==> src/rtl/fcbg_pkg.sv <==
// fcbg_pkg: constants shared by the fletcher check byte generator
// no dependencies; imported by the interfaces, the core, the modulo-255 folder and the checker
`timescale 1ns / 1ps

package fcbg_pkg;

	localparam int unsigned MOD_FLETCHER = 255;
	localparam logic [7:0] MOD_BYTE = 8'(MOD_FLETCHER);
	localparam logic [15:0] LOW_BYTE_MASK = 16'h00ff;
	localparam logic [15:0] CHECK_POS_RESET = 16'd14;

	typedef logic [7:0] byte_t;
	typedef logic [15:0] check_t;

endpackage

==> src/rtl/fcbg_mod255.sv <==
// fcbg_mod255: combinational remainder of an unsigned word by 255
// folds byte chunks (2^8 = 1 mod 255); depends on fcbg_pkg
`timescale 1ns / 1ps

module fcbg_mod255
	import fcbg_pkg::*;
#(
	parameter int W = 32
) (
	input  logic [W-1:0] val,
	output byte_t        rem
);
	localparam int NCH = (W + 7) / 8;
	localparam int SUM_W = $clog2(NCH * 255 + 1);

	logic [NCH*8-1:0] padded;
	logic [SUM_W-1:0] chunk_sum;
	logic [8:0]       fold1;
	logic [8:0]       fold2;

	assign padded = (NCH*8)'(val);

	always_comb begin
		chunk_sum = '0;
		for (int i = 0; i < NCH; i++) begin
			chunk_sum = chunk_sum + SUM_W'(padded[i*8 +: 8]);
		end
	end

	generate
		if (SUM_W > 8) begin : g_fold
			assign fold1 = 9'(chunk_sum[7:0]) + 9'(chunk_sum[SUM_W-1:8]);
		end else begin : g_nofold
			assign fold1 = 9'(chunk_sum);
		end
	endgenerate

	assign fold2 = 9'(fold1[7:0]) + 9'(fold1[8]);
	assign rem = (fold2 >= 9'(MOD_BYTE)) ? 8'(fold2 - 9'(MOD_BYTE)) : fold2[7:0];
endmodule

==> config.mk <==
export PLATFORM = sky130hd
export DESIGN_NAME = fcbg_mod255
export DESIGN_NICKNAME = d
export VERILOG_FILES = /design/src/rtl/fcbg_pkg.sv /design/src/rtl/fcbg_mod255.sv
export SDC_FILE = /design/constraint.sdc
export NUM_CORES = 1
export LEC_CHECK = 0
export ABC_AREA = 0
export BUFFER_PORTS_ARGS = -buffer_cell sky130_fd_sc_hd__clkbuf_2
export CAP_MARGIN = 10
export CORE_ASPECT_RATIO = 0.8
export CORE_MARGIN = 8
export CORE_UTILIZATION = 60
export DETAILED_ROUTE_END_ITERATION = 8
export PLACE_DENSITY_LB_ADDON = 0.1
export REMOVE_ABC_BUFFERS = 1
export SYNTH_ARGS = -nofsm -noshare
export SYNTH_HDL_FRONTEND = slang
export SYNTH_SLANG_ARGS = --single-unit
==> constraint.sdc <==
create_clock -name vclk -period 8.7
set_clock_uncertainty 0.05 [all_clocks]
set_input_delay 0.87 -clock vclk [all_inputs]
set_output_delay 0.87 -clock vclk [all_outputs]
set_load 0.05 [all_outputs]
==> out/results.tsv <==
stage	metric	value	unit
critical_path	cp.arrival	6.06	ns
grt	grtUsageMet2	0.3071	
floorplan	die_y	58.74	um
worst_hold_path	worstHoldStart	val[24]	
drt	vias_per_cell	5.384	
sta	tns	0	ns
critical_path	critPathBufInv	5	
critical_path	crit_top_cell	ha_1	
layout	num_antenna_cells	0	
critical_path	endpoint_kind	output port	
logic_synthesis	ys_seq_area_frac	0	
worst_hold_path	hold_path.class	in2out	
pwr	p_leak	0.8848	nW
clocking	cts_resized	0	
floorplan	coreArea	2158	um^2
sta	final_max_slew_viol_count	0	
drt	routed_wl	3002	um
grt	track_usage	0.1553	
pwr	sw_frac_of_total	0.6545	
drt	drtIter0Drc	37	
pwr	switchingPower	0.4099	mW
layout	final_common_cell	inv_1	
logic_synthesis	yosys_warnings	0	
critical_path	required	7.78	ns
pwr	combPwrFrac	1.000	
worst_hold_path	hold_path_end	rem[0]	
pwr	power_frac_clock	0	
grt	grt_overflow_total	0	
sta	min_period	6.977	ns
sta	finalSetupViolCount	0	
drt	drc	0	
layout	drive_gt1_frac	0.2696	
pwr	power_density	392.3	nW/um^2
floorplan	ios	40	
clocking	hold_buffers	0	
logic_synthesis	synthCells	165	
sta	clock.fmax	0.1433	GHz
layout	area.sequential	0	um^2
sta	finalWorstSetupSlack	1.723	ns
logic_synthesis	synthDistinctLibCells	45	
logic_synthesis	syn_area	1370	um^2
sta	rsz0062_at_grt	false	
sta	fin_crit_sh	0.8019	
critical_path	cp_slowest_cell	fa_1	
placement	place.gp.congestion	0.8477	
layout	numSequentialCells	0	
critical_path	crit_family	adder cells	
layout	clock_buffers	0	
critical_path	max_stage_delay	0.57	ns
sta	whs	2.625	ns
critical_path	path_cells	clkbuf_2, inv_1, fa_1, fa_1, inv_1, ha_1, a211oi_2, o21ai_1, a21o_2, a21o_1, xor2_1, ha_1, fa_1, nand4_1, nor2_1, ha_1, ha_1, ha_1, inv_1, a2111oi_4, o21ai_1, o31ai_1, clkbuf_2	
critical_path	crit_path_start_kind	primary input	
layout	area_growth	16.53	%
grt	grt_use_met1	0.1777	
logic_synthesis	syn_area_per_cell	8.303	um^2
sta	slew_headroom	0.7023	
flow_run	cap_viol_max_count	0	
floorplan	start_util	0.6348	
worst_hold_path	worstHoldPathCells	8	
placement	place_worst_setup_slack	1.738	ns
floorplan	die_x	69.43	um
clocking	cts_setup_buffers	0	
critical_path	critPathMaxFanout	5	
drt	vias	1233	
drt	first_pass_iters	4	
grt	grt_util_met3	0.02517	
layout	layout_common_cells	44 x inv_1, 40 x clkbuf_2, 17 x fa_1	
layout	nNetsFinal	269	
pwr	seqPwrFrac	0	
sta	final_hold_viol_count	0	
floorplan	die_area	4078	um^2
grt	antenna_found_initial	0	
floorplan	rows	15	
drt	antenna_left	0	
placement	portBuffers	40	
pwr	power.internal	0.2164	mW
drt	wl_per_cell	13.11	um
sta	worst_slew_pin_slew	0.4462	ns
critical_path	path_class	in2out	
status	run_status	complete, no violations	
grt	grt_pass1_wl	5520	um
grt	grt_pass1_vias	1338	
grt	grt_busiest_layer	met2	
grt	grt_max_degree	8	
pwr	irDropWorstVdd	0.4240	mV
placement	dp_hpwl	2823	um
through the flow:
| step | std cells | area, um^2 | utilization | total power, mW |
|---|---|---|---|---|
| 2_1_floorplan | 164 | 1365 | - | 0.5122 |
| 3_3_place_gp | 229 | 1597 | 0.7397 | 0.6110 |
| 3_5_place_dp | 229 | 1597 | 0.7397 | 0.6268 |
| 4_1_cts | 229 | 1597 | 0.7397 | 0.6284 |
| 5_1_grt | 229 | 1597 | 0.7397 | 0.6827 |
| 6_report | 229 | 1597 | 0.7397 | 0.6263 |
layout make-up:
type                       instances  area, um^2
multi-input combinational        120        1200
fill                             174       561.8
timing repair buffer              40       200.2
inverter                          44       165.2
tap                               25       31.28
worst min-delay path: stages:
cell and delay (ns):
clkbuf_2 0.08, ha_1 0.13, ha_1 0.13, ha_1 0.16
inv_1 0.07, o21ai_1 0.07, o31ai_1 0.07, clkbuf_2 0.23
layer usage:
layer / up-vias / wire length, um
met5: - / 0
met4: 0 / 19
met3: 2 / 226
met2: 45 / 1496
met1: 575 / 1260
li1: 611 / -
cells in the mapped netlist, drive strengths merged:
| cell | count | share of area |
|---|---|---|
| inv | 44 | 0.12 |
| nand2b | 4 | 0.018 |
| o21ai | 5 | 0.018 |
| o31a | 1 | 0.0064 |
| nand2 | 7 | 0.019 |
| o31ai | 1 | 0.0055 |
| a2bb2oi | 1 | 0.0064 |
| xnor2 | 9 | 0.063 |
| a2111oi | 1 | 0.020 |
| and2 | 1 | 0.0046 |
| o2111ai | 1 | 0.0064 |
| o21bai | 1 | 0.014 |
| nand4 | 1 | 0.0046 |
| a21oi | 5 | 0.026 |
| xor3 | 1 | 0.017 |
| xor2 | 5 | 0.043 |
| nor3 | 5 | 0.030 |
| o32ai | 1 | 0.0064 |
| o21a | 3 | 0.016 |
| a31oi | 1 | 0.0046 |
| fa | 17 | 0.25 |
| or2 | 1 | 0.0046 |
| nand3 | 3 | 0.015 |
| buf | 1 | 0.0036 |
| nor2b | 1 | 0.0046 |
| o32a | 2 | 0.015 |
| a211oi | 2 | 0.024 |
| o221ai | 1 | 0.0064 |
| and3 | 2 | 0.013 |
| or3 | 3 | 0.014 |
| nor2 | 15 | 0.041 |
| ha | 14 | 0.13 |
| o221a | 1 | 0.0082 |
| o21ba | 1 | 0.0073 |
| a21o | 3 | 0.017 |
power groups by stage:
stage / registers, mW / logic (mW) / clock network (mW)
after global placement: 0 / 0.611 / 0
final: 0 / 0.626 / 0
after global routing: 0 / 0.683 / 0
after CTS: 0 / 0.628 / 0
after floorplan: 0 / 0.512 / 0
after detailed placement: 0 / 0.627 / 0
how the worst max path moves through the flow:
stage | from | end | slack, ns | cells after the start
after floorplan | val[2] | rem[0] | 1.56 | 22
after global placement | val[2] | rem[0] | 1.93 | 23
after detailed placement | val[2] | rem[0] | 1.74 | 23
after CTS | val[1] | rem[0] | 1.74 | 24
after global routing | val[2] | rem[0] | 1.39 | 23
final | val[2] | rem[0] | 1.72 | 23
cell families (layout without fill, tap and decap cells):
logic type,count (synthesis),after routing,share of synthesized area
buffers and inverters,45,84,0.1242
AND/OR/NAND/NOR,43,43,0.1681
adder cells (fa/ha/maj),31,31,0.3763
AO/OA/AOI/OAI,31,31,0.2082
XOR/XNOR,15,15,0.1233
No activity file was read; power rests on OpenSTA's default activity.
